$ cat src/design/tdq_pkg.sv
// Shared types and constants for the tick delay queue scheduler.
// Used by the controller, the link store and the top level; no dependencies.
package tdq_pkg;

   localparam int ID_W   = 5;
   localparam int TIME_W = 31;
   localparam int LINK_W = 6;

   localparam int DEF_TASK_COUNT = 32;

   localparam logic [LINK_W-1:0] NULL_LINK = '1;
   localparam logic [TIME_W-1:0] TIME_MAX  = '1;

   typedef enum logic [1:0] {
      KIND_QUERY     = 2'd0,
      KIND_TICK      = 2'd1,
      KIND_DELAY_REL = 2'd2,
      KIND_DELAY_ABS = 2'd3
   } tdq_kind_type;

   // One read port and one shared write address for both memories.
   typedef struct packed {
      logic              rd_en;
      logic [LINK_W-1:0] rd_addr;
      logic              wake_we;
      logic              link_we;
      logic [LINK_W-1:0] wr_addr;
      logic [TIME_W-1:0] wake_data;
      logic [LINK_W-1:0] link_data;
   } tdq_mem_req_type;

   typedef struct packed {
      logic [TIME_W-1:0] wake;
      logic [LINK_W-1:0] link;
   } tdq_mem_rsp_type;

endpackage

$ cat src/design/tdq_store.sv
// Wake time and successor link memories of the waiting list.
// Depends on tdq_pkg; one registered read port, one write address.
module tdq_store
   import tdq_pkg::*;
#(
   parameter int TASK_COUNT = DEF_TASK_COUNT
) (
   input  logic            clock,
   input  tdq_mem_req_type mem_req,
   output tdq_mem_rsp_type mem_rsp
);

   localparam int AW = (TASK_COUNT > 1) ? $clog2(TASK_COUNT) : 1;

   logic [TIME_W-1:0] wake_mem [TASK_COUNT];
   logic [LINK_W-1:0] link_mem [TASK_COUNT];
   tdq_mem_rsp_type   rd_data_ff;

   always_ff @(posedge clock) begin
      if (mem_req.wake_we) begin
         wake_mem[mem_req.wr_addr[AW-1:0]] <= mem_req.wake_data;
      end
      if (mem_req.link_we) begin
         link_mem[mem_req.wr_addr[AW-1:0]] <= mem_req.link_data;
      end
      if (mem_req.rd_en) begin
         rd_data_ff.wake <= wake_mem[mem_req.rd_addr[AW-1:0]];
         rd_data_ff.link <= link_mem[mem_req.rd_addr[AW-1:0]];
      end
   end

   assign mem_rsp = rd_data_ff;

endmodule

$ cat src/design/tdq_ctrl.sv
// Sequencer of the scheduler: time counter, list head, walk and release.
// Depends on tdq_pkg; drives the memories in tdq_store.
module tdq_ctrl
   import tdq_pkg::*;
#(
   parameter int TASK_COUNT = DEF_TASK_COUNT
) (
   input  logic              clock,
   input  logic              reset,
   input  logic              start,
   output logic              busy,
   input  logic [1:0]        req_kind,
   input  logic [ID_W-1:0]   req_task_id,
   input  logic [TIME_W-1:0] req_ticks,
   output logic              rsp_valid,
   output logic [ID_W-1:0]   rsp_target_task,
   output logic [TIME_W-1:0] rsp_current_time,
   output logic              rsp_last,
   output tdq_mem_req_type   mem_req,
   input  tdq_mem_rsp_type   mem_rsp
);

   localparam logic [LINK_W-1:0] TC_L = LINK_W'(TASK_COUNT);

   typedef enum logic [2:0] {
      ST_IDLE,
      ST_DECIDE,
      ST_WALK,
      ST_INS_NODE,
      ST_INS_PREV,
      ST_TICK_REL,
      ST_TICK_LAST
   } state_type;

   state_type         state_ff, state_in;
   logic [TIME_W-1:0] now_ff, now_in;
   logic [LINK_W-1:0] head_ff, head_in;
   logic [LINK_W-1:0] count_ff, count_in;
   logic [ID_W-1:0]   id_ff, id_in;
   logic [TIME_W-1:0] when_ff, when_in;
   logic [LINK_W-1:0] cur_ff, cur_in;
   logic [LINK_W-1:0] prev_ff, prev_in;
   logic [LINK_W-1:0] stop_ff, stop_in;
   logic [LINK_W-1:0] guard_ff, guard_in;
   logic              found_ff, found_in;
   logic              stopped_ff, stopped_in;
   logic [ID_W-1:0]   pend_ff, pend_in;
   logic              rsp_valid_ff, rsp_valid_in;
   logic [ID_W-1:0]   rsp_task_ff, rsp_task_in;
   logic [TIME_W-1:0] rsp_time_ff, rsp_time_in;
   logic              rsp_last_ff, rsp_last_in;

   tdq_kind_type      kind;
   logic [TIME_W:0]   rel_sum;
   logic [TIME_W-1:0] rel_when;
   logic [TIME_W-1:0] now_inc;
   logic [LINK_W-1:0] guard_nx;
   logic [LINK_W-1:0] id_link;
   logic              head_ok;
   logic              wake_le_when;
   logic              wake_le_now;
   logic              walk_found;
   logic              tick_rel;

   assign kind         = tdq_kind_type'(req_kind);
   assign rel_sum      = {1'b0, req_ticks} + {1'b0, now_ff};
   assign rel_when     = rel_sum[TIME_W] ? TIME_MAX : rel_sum[TIME_W-1:0];
   assign now_inc      = (now_ff == TIME_MAX) ? now_ff : now_ff + 1'b1;
   assign guard_nx     = guard_ff + 1'b1;
   assign id_link      = {1'b0, id_ff};
   assign head_ok      = head_ff < TC_L;
   assign wake_le_when = mem_rsp.wake <= when_ff;
   assign wake_le_now  = mem_rsp.wake <= now_ff;
   assign walk_found   = found_ff | (cur_ff == id_link);
   assign tick_rel     = (count_ff != '0) && wake_le_now;

   always_comb begin
      state_in     = state_ff;
      now_in       = now_ff;
      head_in      = head_ff;
      count_in     = count_ff;
      id_in        = id_ff;
      when_in      = when_ff;
      cur_in       = cur_ff;
      prev_in      = prev_ff;
      stop_in      = stop_ff;
      guard_in     = guard_ff;
      found_in     = found_ff;
      stopped_in   = stopped_ff;
      pend_in      = pend_ff;
      rsp_valid_in = 1'b0;
      rsp_task_in  = rsp_task_ff;
      rsp_time_in  = rsp_time_ff;
      rsp_last_in  = rsp_last_ff;
      mem_req      = '0;

      unique case (state_ff)
         ST_IDLE: begin
            if (start) begin
               id_in = req_task_id;
               unique case (kind) inside
                  KIND_QUERY: begin
                     rsp_valid_in = 1'b1;
                     rsp_task_in  = req_task_id;
                     rsp_time_in  = now_ff;
                     rsp_last_in  = 1'b1;
                  end
                  KIND_TICK: begin
                     now_in  = now_inc;
                     pend_in = req_task_id;
                     if (head_ok && count_ff != '0) begin
                        mem_req.rd_en   = 1'b1;
                        mem_req.rd_addr = head_ff;
                        cur_in          = head_ff;
                        state_in        = ST_TICK_REL;
                     end else begin
                        rsp_valid_in = 1'b1;
                        rsp_task_in  = req_task_id;
                        rsp_time_in  = now_inc;
                        rsp_last_in  = 1'b1;
                        if (!head_ok) begin
                           head_in  = NULL_LINK;
                           count_in = '0;
                        end
                     end
                  end
                  KIND_DELAY_REL, KIND_DELAY_ABS: begin
                     when_in  = (kind == KIND_DELAY_REL) ? rel_when : req_ticks;
                     state_in = ST_DECIDE;
                  end
               endcase
            end
         end
         ST_DECIDE: begin
            if (when_ff <= now_ff || id_link >= TC_L) begin
               rsp_valid_in = 1'b1;
               rsp_task_in  = id_ff;
               rsp_time_in  = now_ff;
               rsp_last_in  = 1'b1;
               state_in     = ST_IDLE;
            end else begin
               found_in   = 1'b0;
               stopped_in = 1'b0;
               prev_in    = NULL_LINK;
               guard_in   = '0;
               if (head_ok) begin
                  mem_req.rd_en   = 1'b1;
                  mem_req.rd_addr = head_ff;
                  cur_in          = head_ff;
                  state_in        = ST_WALK;
               end else begin
                  stop_in  = NULL_LINK;
                  state_in = ST_INS_NODE;
               end
            end
         end
         ST_WALK: begin
            // The whole list is walked: the duplicate check needs every entry,
            // while the insert point is fixed at the first later wake time.
            found_in = walk_found;
            if (!stopped_ff) begin
               if (wake_le_when) begin
                  prev_in = cur_ff;
               end else begin
                  stopped_in = 1'b1;
                  stop_in    = cur_ff;
               end
            end
            if (mem_rsp.link < TC_L && guard_nx < TC_L) begin
               mem_req.rd_en   = 1'b1;
               mem_req.rd_addr = mem_rsp.link;
               cur_in          = mem_rsp.link;
               guard_in        = guard_nx;
            end else begin
               if (!stopped_ff && wake_le_when) begin
                  stop_in = mem_rsp.link;
               end
               state_in = walk_found ? ST_IDLE : ST_INS_NODE;
            end
         end
         ST_INS_NODE: begin
            mem_req.wake_we   = 1'b1;
            mem_req.link_we   = 1'b1;
            mem_req.wr_addr   = id_link;
            mem_req.wake_data = when_ff;
            mem_req.link_data = (stop_ff < TC_L) ? stop_ff : NULL_LINK;
            state_in          = ST_INS_PREV;
         end
         ST_INS_PREV: begin
            if (prev_ff < TC_L) begin
               mem_req.link_we   = 1'b1;
               mem_req.wr_addr   = prev_ff;
               mem_req.link_data = id_link;
            end else begin
               head_in = id_link;
            end
            count_in = count_ff + 1'b1;
            state_in = ST_IDLE;
         end
         ST_TICK_REL: begin
            // The pending reply goes out once it is known whether another follows.
            rsp_valid_in = 1'b1;
            rsp_task_in  = pend_ff;
            rsp_time_in  = now_ff;
            rsp_last_in  = !tick_rel;
            if (tick_rel) begin
               head_in  = mem_rsp.link;
               count_in = count_ff - 1'b1;
               pend_in  = cur_ff[ID_W-1:0];
               if (mem_rsp.link < TC_L && count_ff != LINK_W'(1)) begin
                  mem_req.rd_en   = 1'b1;
                  mem_req.rd_addr = mem_rsp.link;
                  cur_in          = mem_rsp.link;
               end else begin
                  state_in = ST_TICK_LAST;
               end
            end else begin
               state_in = ST_IDLE;
            end
         end
         ST_TICK_LAST: begin
            rsp_valid_in = 1'b1;
            rsp_task_in  = pend_ff;
            rsp_time_in  = now_ff;
            rsp_last_in  = 1'b1;
            if (!head_ok) begin
               head_in  = NULL_LINK;
               count_in = '0;
            end
            state_in = ST_IDLE;
         end
         default: begin
            state_in = ST_IDLE;
         end
      endcase
   end

   always_ff @(posedge clock) begin
      if (reset) begin
         state_ff     <= ST_IDLE;
         now_ff       <= '0;
         head_ff      <= NULL_LINK;
         count_ff     <= '0;
         rsp_valid_ff <= 1'b0;
      end else begin
         state_ff     <= state_in;
         now_ff       <= now_in;
         head_ff      <= head_in;
         count_ff     <= count_in;
         rsp_valid_ff <= rsp_valid_in;
      end
      id_ff       <= id_in;
      when_ff     <= when_in;
      cur_ff      <= cur_in;
      prev_ff     <= prev_in;
      stop_ff     <= stop_in;
      guard_ff    <= guard_in;
      found_ff    <= found_in;
      stopped_ff  <= stopped_in;
      pend_ff     <= pend_in;
      rsp_task_ff <= rsp_task_in;
      rsp_time_ff <= rsp_time_in;
      rsp_last_ff <= rsp_last_in;
   end

   assign busy             = state_ff != ST_IDLE;
   assign rsp_valid        = rsp_valid_ff;
   assign rsp_target_task  = rsp_task_ff;
   assign rsp_current_time = rsp_time_ff;
   assign rsp_last         = rsp_last_ff;

endmodule

$ cat src/design/tick_delay_queue_scheduler.sv
// Top level of the tick delay queue scheduler.
// Depends on tdq_pkg, tdq_store and tdq_ctrl.
//
//   Channel   Direction  Handshake              Payload
//   request   in         start high, busy low   req_kind, req_task_id, req_ticks
//   response  out        rsp_valid, one cycle   rsp_target_task, rsp_current_time,
//                                               rsp_last
//
// A time query answers in the cycle after it is taken and leaves the block idle.
// A tick with an empty queue answers in the same way; otherwise it reads the
// head and releases due tasks one by one in ST_TICK_REL, since each release waits
// on one registered read of the link memory. A delay that answers at once passes
// through ST_DECIDE first; otherwise it walks the queue at one entry per cycle
// and, unless the task already waits, writes it in ST_INS_NODE and ST_INS_PREV.
// Synchronous reset empties the queue by setting the head to the null marker and
// the count to zero; the memories need no clearing. The receiver cannot stall.
module tick_delay_queue_scheduler
   import tdq_pkg::*;
#(
   parameter int TASK_COUNT = DEF_TASK_COUNT
) (
   input  logic              clock,
   input  logic              reset,
   input  logic              start,
   output logic              busy,
   input  logic [1:0]        req_kind,
   input  logic [ID_W-1:0]   req_task_id,
   input  logic [TIME_W-1:0] req_ticks,
   output logic              rsp_valid,
   output logic [ID_W-1:0]   rsp_target_task,
   output logic [TIME_W-1:0] rsp_current_time,
   output logic              rsp_last
);

   // The waiting list lives in the store as a singly linked list sorted by
   // wake time; the controller holds the head, the count and the tick counter.
   tdq_mem_req_type mem_req;
   tdq_mem_rsp_type mem_rsp;

   tdq_store #(
      .TASK_COUNT(TASK_COUNT)
   ) u_store (
      .clock   (clock),
      .mem_req (mem_req),
      .mem_rsp (mem_rsp)
   );

   tdq_ctrl #(
      .TASK_COUNT(TASK_COUNT)
   ) u_ctrl (
      .clock            (clock),
      .reset            (reset),
      .start            (start),
      .busy             (busy),
      .req_kind         (req_kind),
      .req_task_id      (req_task_id),
      .req_ticks        (req_ticks),
      .rsp_valid        (rsp_valid),
      .rsp_target_task  (rsp_target_task),
      .rsp_current_time (rsp_current_time),
      .rsp_last         (rsp_last),
      .mem_req          (mem_req),
      .mem_rsp          (mem_rsp)
   );

endmodule
$ cat config.mk
export PLATFORM = sky130hd
export DESIGN_NAME = tick_delay_queue_scheduler
export DESIGN_NICKNAME = d
export VERILOG_FILES = /design/src/design/tdq_pkg.sv /design/src/design/tdq_store.sv /design/src/design/tdq_ctrl.sv /design/src/design/tick_delay_queue_scheduler.sv
export SDC_FILE = /design/constraint.sdc
export NUM_CORES = 2
export LEC_CHECK = 0
export BUFFER_PORTS_ARGS = -buffer_cell sky130_fd_sc_hd__buf_2
export CAP_MARGIN = 20
export CORE_MARGIN = 2
export CORE_UTILIZATION = 46
export CTS_BUF_LIST = sky130_fd_sc_hd__clkbuf_2
export DETAILED_ROUTE_END_ITERATION = 16
export SLEW_MARGIN = 15
export SYNTH_ARGS = -nofsm -noshare
export SYNTH_HDL_FRONTEND = slang
export SYNTH_SLANG_ARGS = --single-unit
$ cat constraint.sdc
create_clock -name clock -period 4.4 [get_ports clock]
set_input_delay 0 -clock clock [delete_from_list [all_inputs] [get_ports clock]]
set_output_delay 0 -clock clock [all_outputs]
set_load 0.05 [all_outputs]
======== Yosys cells after proc, flatten, opt, wreduce, memory -nomap -nowiden ========
Memories as Yosys holds them, arrays and structs flattened. A register that Yosys moved wholly into a read port is not among the register bits.
Index checks and enable logic that the tools add are counted.
W data, S select, Z words.
word-level totals
  flip-flop bits (word level) ............. 151
  bits in writable memories ............... 1184
  bits of input ports ..................... 41
  memories kept ........................... 2
memory list
  name              words  width  rd ports  clocked after Yosys merged registers in  write ports  RTL line         RTL
  u_store.wake_mem  32     31     1         1                                        1            tdq_store.sv:15  logic [TIME_W-1:0] wake_mem [TASK_COUNT];
  u_store.link_mem  32     6      1         1                                        1            tdq_store.sv:16  logic [LINK_W-1:0] link_mem [TASK_COUNT];
operators by class
  $add $sub $neg .......................... 5
  magnitude comparators ................... 9
  eq/ne operators ......................... 32
  muxes and demuxes ....................... 98
  bitwise gates (word level) .............. 1
  reductions and logical operators ........ 34
operator list
  operator                 count
  $mux W31                 7
  $mux W6                  31
  $le A31 B31 Y1           3
  $pmux W31 S3             1
  $pmux W6 S4              3
  $mux W7                  9
  $pmux W31 S2             1
  $pmux W6 S2              4
  $mux W5                  7
  $add A31 B31 Y32         1
  $add A31 B1 Y31 const B  1
  $eq A31 B31 Y1 const B   1
  $lt A6 B6 Y1 const B     5
  $pmux W7 S4              1
  $pmux W5 S2              2
  $reduce_and A5 Y1        4
  $mux W3                  6
  $ne A2 B1 Y1 const B     8
  $mux W1                  15
  $pmux W3 S5              1
  $pmux W5 S3              1
  $ne A2 B2 Y1 const B     7
  $pmux W7 S2              1
  $add A6 B1 Y6 const B    2
  other kinds (33)         57

======== Logic depth before layout (Yosys ltp) ========
  depth after elaboration ................. 6
  gate-level depth with buffers ........... 16
  mapped depth without buffers ............ 13

======== Modules after synthesis ========
Synthesis repeated with hierarchy kept, for this count alone.
second synthesis, totals
  cell total of the unflattened synthesis .. 3986
  area, all modules ....................... 58929.0 sq um
by module, submodules not included
  module     times used  cells each  area an instance (sq um)  seq. area each (sq um)
  tdq_store  1           2649        47359.2                   36665.2
  tdq_ctrl   1           1337        11569.8                   4063.9

======== Worst setup path before layout ========
No wires, ideal clock.
  path type ............................... flip-flop to flip-flop
  from .................................... register u_ctrl.state_ff[0]
  to ...................................... memory u_store.wake_mem[1][0], enable pin
  setup time .............................. 0.419 ns
  arrival ................................. 3.460 ns
  setup slack ............................. 0.520 ns
  cell stages (with the launch flop) ...... 11
  clock period less this slack ............ 3.880 ns
  cells stage by stage .................... dfxtp_1 -> clkbuf_1 -> nand2b_1 -> or2_2 -> nor2_2 -> nand2_1 -> o22a_1 -> clkbuf_1 -> or2_2 -> clkbuf_1 -> nor2_1
between the ends
  word-level cells in the longest chain between the ends .. 4
ends and longest elaborated chain
  what                           RTL line         RTL
  start, declared                tdq_ctrl.sv:35   state_type state_ff, state_in;
  start signal, assigned         tdq_ctrl.sv:246  state_ff <= state_in;
  $eq A3 B2 Y1                   tdq_ctrl.sv:97   unique case (state_ff)
  $mux W1                        tdq_ctrl.sv:97
  $mux W1                        tdq_store.sv:20  if (mem_req.wake_we) begin
  $mux W1 (not written as such)  tdq_store.sv:21  wake_mem[mem_req.wr_addr[AW-1:0]] <= mem_req.wake_data;
  end, declared                  tdq_store.sv:15
Several ways; a longest one is shown, not always the timed one.

======== Worst setup path after layout ========
  from .................................... register, netlist name u_store.mem_rsp[28]
  to ...................................... register, netlist name u_store.mem_rsp[35]
between the ends
  word-level cells in the longest chain between the ends .. 4
ends and longest elaborated chain
  what                 RTL line         RTL
  $le A31 B31 Y1       tdq_ctrl.sv:73   assign wake_le_now = mem_rsp.wake <= now_ff;
  $logic_and A1 B1 Y1  tdq_ctrl.sv:75   assign tick_rel = (count_ff != '0) && wake_le_now;
  $mux W7              tdq_ctrl.sv:206  if (tick_rel) begin
  $pmux W7 S4          tdq_ctrl.sv:97
Every way passes these cells.
A chain may end at the register's enable or synchronous reset.

==> reports/qor.txt <==
================================================================================
Worst-path clk slew                                                      0.12 ns
Total die area                                                         0.129 mm²
Number of placed cells counting well taps                                   6469
Setup total negative slack                                                  0 ns
Metal2 WL                                                               84200 µm
Fraction of final layout cells sized beyond drive strength 1               16.7%
Clock root buffer                                                   sky130_fd_sc_hd__clkbuf_2
Average via count per standard cell                                         5.78
Post-synthesis net count                                                    4959
DR WL/cell                                                               24.5 µm
Hold WC Path Type                                                         in2reg
Startpoint kind of the worst setup timing path                         flip-flop
Maximum vdd drop                                                      0.000261 V
First-pass DRT Iterations                                                      6
Placed standard-cell area                                             0.0623 mm²
Final Hold Vio Count                                                           0
Crit path top cell by count                                         sky130_fd_sc_hd__nand4_1
Netlist Area Pre-Place                                                0.0581 mm²
Worst-margin pin slew                                                    1.11 ns
Worst clock skew on the final layout                                    0.223 ns
DIE HEIGHT                                                                360 µm
Instance count of the mapped netlist                                        4787
Vias post-DR                                                               41700
Crit-path max FO                                                              42
Pwr per Cell Area                                                     376 mW/mm²
Pin count of the biggest net entering global routing                          74
Aggregate routed wire length                                           177000 µm
Asr flop ratio synth                                                          0%
Part of the total power dissipated in combinational logic                   9.5%
Detailed-routed wire length on met3                                     16000 µm
Max-slew violation total from the final report                                 0
Ordered cell list for the critical path                             ha_1 -> nand4_1 -> nor4_2 -> buf_4 -> a21oi_1 -> a21oi_2 -> o21ai_4 -> a211o_4 -> buf_16 -> buf_12 -> nand2_1 -> nand3_1 -> nand4_1 -> nand4_1
Total clock sinks                                                           1372
Post-layout power                                                        25.2 mW
Clock tree from TritonCTS                                                    yes
Layout overhead on the synthesized area                                    15.4%
Routability Congestion                                                     0.854
Proportion of power drawn by flip-flops and latches                        57.6%
Number of clock buffers inserted by TritonCTS                                356
Core region area                                                       0.126 mm²
Number of cell rows                                                          130
First-pass GRT wire length                                             255000 µm
Number of endpoints failing setup at the final stage                           0
Design internal power                                                    18.4 mW
Level count of the clock H-tree                                                5
End-of-flow core utilization                                               53.4%
Part of the cycle the worst path needs                                     98.2%
Residual DRC                                                                   0
Number of storage elements in the synthesis netlist                         1372
Sequential cell area fraction in the yosys report                          70.0%
NumNets Final                                                               5525
Total global routing track utilization                                     26.5%
Max layer used                                                              met4
Number of antenna violations at the first check in global routing              4
Latest clock arrival within the worst-skew pair                          1.72 ns
# IOs                                                                         80
Mean cell area of the mapped netlist                                    12.1 µm²
Clock power frac                                                           32.9%
Critical path's largest stage delay                                      0.54 ns
Net Sw Power                                                             6.82 mW
Number of standard cells in the layout, taps in and fillers out             7218
DPL Wire Length                                                         98500 µm
Outcome                                                                completed
Input/output buffers                                                          79
Worst-case headroom to the max-slew limit                                  25.9%
Data required, critical path                                             5.60 ns
Width of the die                                                          360 µm
Crit end category                                                      flip-flop
Commonest register cell after synthesis                             sky130_fd_sc_hd__edfxtp_1
Leak Pwr                                                                 24.6 nW
Post-layout minimum cycle time                                           4.32 ns
Number of buffers on the longest clock path                                    4
Cell family contributing the most delay on the critical path        simple AND/OR/NAND/NOR gates
Max-cap violation count                                                        0
DR iter-0 viols                                                             5183
Net switching fraction of the power                                        27.0%
Crit Path Category                                                       reg2reg
Effective utilization at floorplan                                         46.3%
Number of nets with antenna violations after detailed routing                  0
EDFF count, synth                                                           1325
Cell at the slowest stage of the critical path                      sky130_fd_sc_hd__edfxtp_1
Total congestion overflow                                                      0
Unique masters post-synth                                                     81
Via count of the first global-routing pass                                 39800
Fin area                                                              0.0671 mm²
M1 wire length                                                          72900 µm
Highest clock rate                                                       231 MHz
Warnings, synthesis                                                            0
Number of buffer and inverter stages on the critical path                      3
Critical path data arrival time                                          5.52 ns
================================================================================
==> registers in the layout (all words and copies together) (netlist names), 6 cells and up <==
name and count:
u_ctrl.count_ff 6, u_ctrl.cur_ff 6, u_ctrl.guard_ff 6, u_ctrl.head_ff 6, u_ctrl.now_ff 31, u_ctrl.prev_ff 6, u_ctrl.rsp_current_time 31, u_ctrl.stop_ff 6
u_ctrl.when_ff 31, u_store.link_mem 192, u_store.mem_rsp 37, u_store.wake_mem 992
==> logic make-up (layout without fill, tap and decap cells) <==
logic type	Yosys count	after routing	share of synthesized area [%]
buffers and inverters	348	1125	2.66
adder cells (fa/ha/maj)	131	131	2.83
multiplexers	11	11	0.198
AO/OA/AOI/OAI	481	482	5.23
XOR/XNOR	75	75	1.13
AND/OR/NAND/NOR	2369	2369	17.9
flip-flops	1372	1372	70.0
other	0	3	0
==> path summary, 6_finish.rpt <==
| kind | slack (ns) | cells after the start | start | endpoint |
|---|---|---|---|---|
| min | 0.20 | 6 | req_ticks[17] | u_ctrl.when_ff[17] |
| max | 0.08 | 14 | u_store.mem_rsp[28] | u_store.mem_rsp[35] |
| max reg2reg | 0.08 | 14 | u_store.mem_rsp[28] | u_store.mem_rsp[35] |
| min reg2reg | 0.52 | 2 | u_ctrl.now_ff[17] | u_ctrl.now_ff[17] |
==> repair_timing <==
item                                    4_1_cts  5_1_grt
resized for setup                             4       12
buffers inserted                              8       10
endpoints found under the hold margin       281        0
hold buffers                                149        0
endpoints found under the setup margin        6        7
cloned                                        2        6
pin swaps                                     3        5
==> power by group through the flow <==
stage | sequential (mW) | clock [mW] | combinational [mW]
detailed placement | 14.8 | 0 | 2.19
CTS | 14.5 | 8.46 | 2.34
global placement | 14.8 | 0 | 2.17
floorplan | 15.0 | 0 | 1.21
finish | 14.6 | 8.29 | 2.40
global route | 14.6 | 9.14 | 2.58
==> synthesized netlist by cell type (4+ instances only) <==
| library cell | instances | area share (%) |
|---|---|---|
| sky130_fd_sc_hd__inv_1 | 94 | 0.61 |
| sky130_fd_sc_hd__o31ai_1 | 4 | 0.052 |
| sky130_fd_sc_hd__a311oi_1 | 4 | 0.060 |
| sky130_fd_sc_hd__a21o_1 | 25 | 0.32 |
| sky130_fd_sc_hd__nand2_1 | 1311 | 8.5 |
| sky130_fd_sc_hd__o22ai_1 | 8 | 0.086 |
| sky130_fd_sc_hd__nand4_1 | 208 | 2.2 |
| sky130_fd_sc_hd__dfxtp_1 | 47 | 1.6 |
| sky130_fd_sc_hd__o21ai_0 | 72 | 0.62 |
| sky130_fd_sc_hd__o221ai_1 | 11 | 0.17 |
| sky130_fd_sc_hd__edfxtp_1 | 1325 | 68 |
| sky130_fd_sc_hd__or3_1 | 16 | 0.17 |
| sky130_fd_sc_hd__buf_2 | 174 | 1.5 |
| sky130_fd_sc_hd__nor4_1 | 6 | 0.065 |
| sky130_fd_sc_hd__buf_1 | 4 | 0.026 |
| sky130_fd_sc_hd__nand3b_1 | 8 | 0.10 |
| sky130_fd_sc_hd__and4_1 | 5 | 0.075 |
| sky130_fd_sc_hd__a22oi_1 | 4 | 0.052 |
| sky130_fd_sc_hd__nand3_1 | 491 | 4.2 |
| sky130_fd_sc_hd__a211oi_1 | 7 | 0.090 |
| sky130_fd_sc_hd__nand2b_1 | 14 | 0.15 |
| sky130_fd_sc_hd__xnor2_1 | 55 | 0.83 |
| sky130_fd_sc_hd__or2_2 | 11 | 0.12 |
| sky130_fd_sc_hd__xor2_1 | 20 | 0.30 |
| sky130_fd_sc_hd__o211ai_1 | 5 | 0.065 |
| sky130_fd_sc_hd__mux2i_1 | 7 | 0.12 |
| sky130_fd_sc_hd__nor2_1 | 227 | 1.5 |
| sky130_fd_sc_hd__and2_1 | 9 | 0.097 |
| sky130_fd_sc_hd__o21a_1 | 12 | 0.15 |
| sky130_fd_sc_hd__nor3_1 | 23 | 0.20 |
| sky130_fd_sc_hd__a31oi_1 | 152 | 1.6 |
| sky130_fd_sc_hd__and3_1 | 12 | 0.13 |
| sky130_fd_sc_hd__ha_1 | 130 | 2.8 |
| sky130_fd_sc_hd__a21oi_1 | 131 | 1.1 |
| sky130_fd_sc_hd__buf_4 | 4 | 0.052 |
| sky130_fd_sc_hd__clkbuf_1 | 71 | 0.46 |
| sky130_fd_sc_hd__mux2_2 | 4 | 0.077 |
| sky130_fd_sc_hd__nor2b_1 | 12 | 0.13 |
==> placed cells by master (no fill, tap or decap), types with 9 or more instances in the layout <==
cell	netlist	final
sky130_fd_sc_hd__nor2_1	227	179
sky130_fd_sc_hd__clkbuf_2	0	500
sky130_fd_sc_hd__clkinv_1	0	56
sky130_fd_sc_hd__a21oi_1	131	130
sky130_fd_sc_hd__nor2b_1	12	11
sky130_fd_sc_hd__buf_2	174	79
sky130_fd_sc_hd__dfxtp_1	47	45
sky130_fd_sc_hd__a21o_1	25	25
sky130_fd_sc_hd__dlygate4sd3_1	0	148
sky130_fd_sc_hd__a31oi_1	152	151
sky130_fd_sc_hd__nand2_1	1311	1310
sky130_fd_sc_hd__xor2_1	20	20
sky130_fd_sc_hd__xnor2_1	55	55
sky130_fd_sc_hd__ha_1	130	130
sky130_fd_sc_hd__nand2b_1	14	14
sky130_fd_sc_hd__edfxtp_1	1325	1325
sky130_fd_sc_hd__or2_2	11	11
sky130_fd_sc_hd__nor2_2	3	14
sky130_fd_sc_hd__nand3_1	491	490
sky130_fd_sc_hd__buf_4	4	142
sky130_fd_sc_hd__o21a_1	12	11
sky130_fd_sc_hd__buf_12	0	73
sky130_fd_sc_hd__o221ai_1	11	11
sky130_fd_sc_hd__or3_1	16	16
sky130_fd_sc_hd__o21ai_0	72	72
sky130_fd_sc_hd__inv_1	94	94
sky130_fd_sc_hd__nor2_4	0	37
sky130_fd_sc_hd__and3_1	12	12
sky130_fd_sc_hd__nor3_1	23	23
sky130_fd_sc_hd__and2_1	9	9
sky130_fd_sc_hd__nand4_1	208	208
==> metal layers <==
metal	track usage, %	up-vias
met4	8.42	0
li1	-	18800
met5	0	-
met3	4.93	275
met1	36.5	20500
met2	42.7	2120
==> worst reg2reg max path, cell delays in order (launching register included) <==
cell	delay, ns
sky130_fd_sc_hd__edfxtp_1	0.54
sky130_fd_sc_hd__ha_1	0.40
sky130_fd_sc_hd__nand4_1	0.19
sky130_fd_sc_hd__nor4_2	0.38
sky130_fd_sc_hd__buf_4	0.20
sky130_fd_sc_hd__a21oi_1	0.08
sky130_fd_sc_hd__a21oi_2	0.19
sky130_fd_sc_hd__o21ai_4	0.13
sky130_fd_sc_hd__a211o_4	0.46
sky130_fd_sc_hd__buf_16	0.23
sky130_fd_sc_hd__buf_12	0.29
sky130_fd_sc_hd__nand2_1	0.12
sky130_fd_sc_hd__nand3_1	0.09
sky130_fd_sc_hd__nand4_1	0.14
sky130_fd_sc_hd__nand4_1	0.40
==> stage by stage <==
step / hold WS, ns / setup slack, ns
final: 0.197 / 0.0802
after global placement: 0.224 / -0.259
after detailed placement: 0.224 / -0.300
after floorplan: 0.0989 / 0.520
after global routing: 0.133 / -0.0519
after CTS: 0.0118 / 0.0364
==> layout make-up <==
| cell class | instances | area [µm²] |
|---|---|---|
| clock inverter | 70 | 379 |
| antenna | 3 | 7.51 |
| timing repair buffer | 461 | 4760 |
| fill | 10700 | 58500 |
| clock buffer | 500 | 2500 |
| multi-input combinational | 3068 | 16300 |
| inverter | 94 | 353 |
| sequential | 1372 | 40700 |
| tap | 1650 | 2060 |
(Power assumes the default switching activity.)
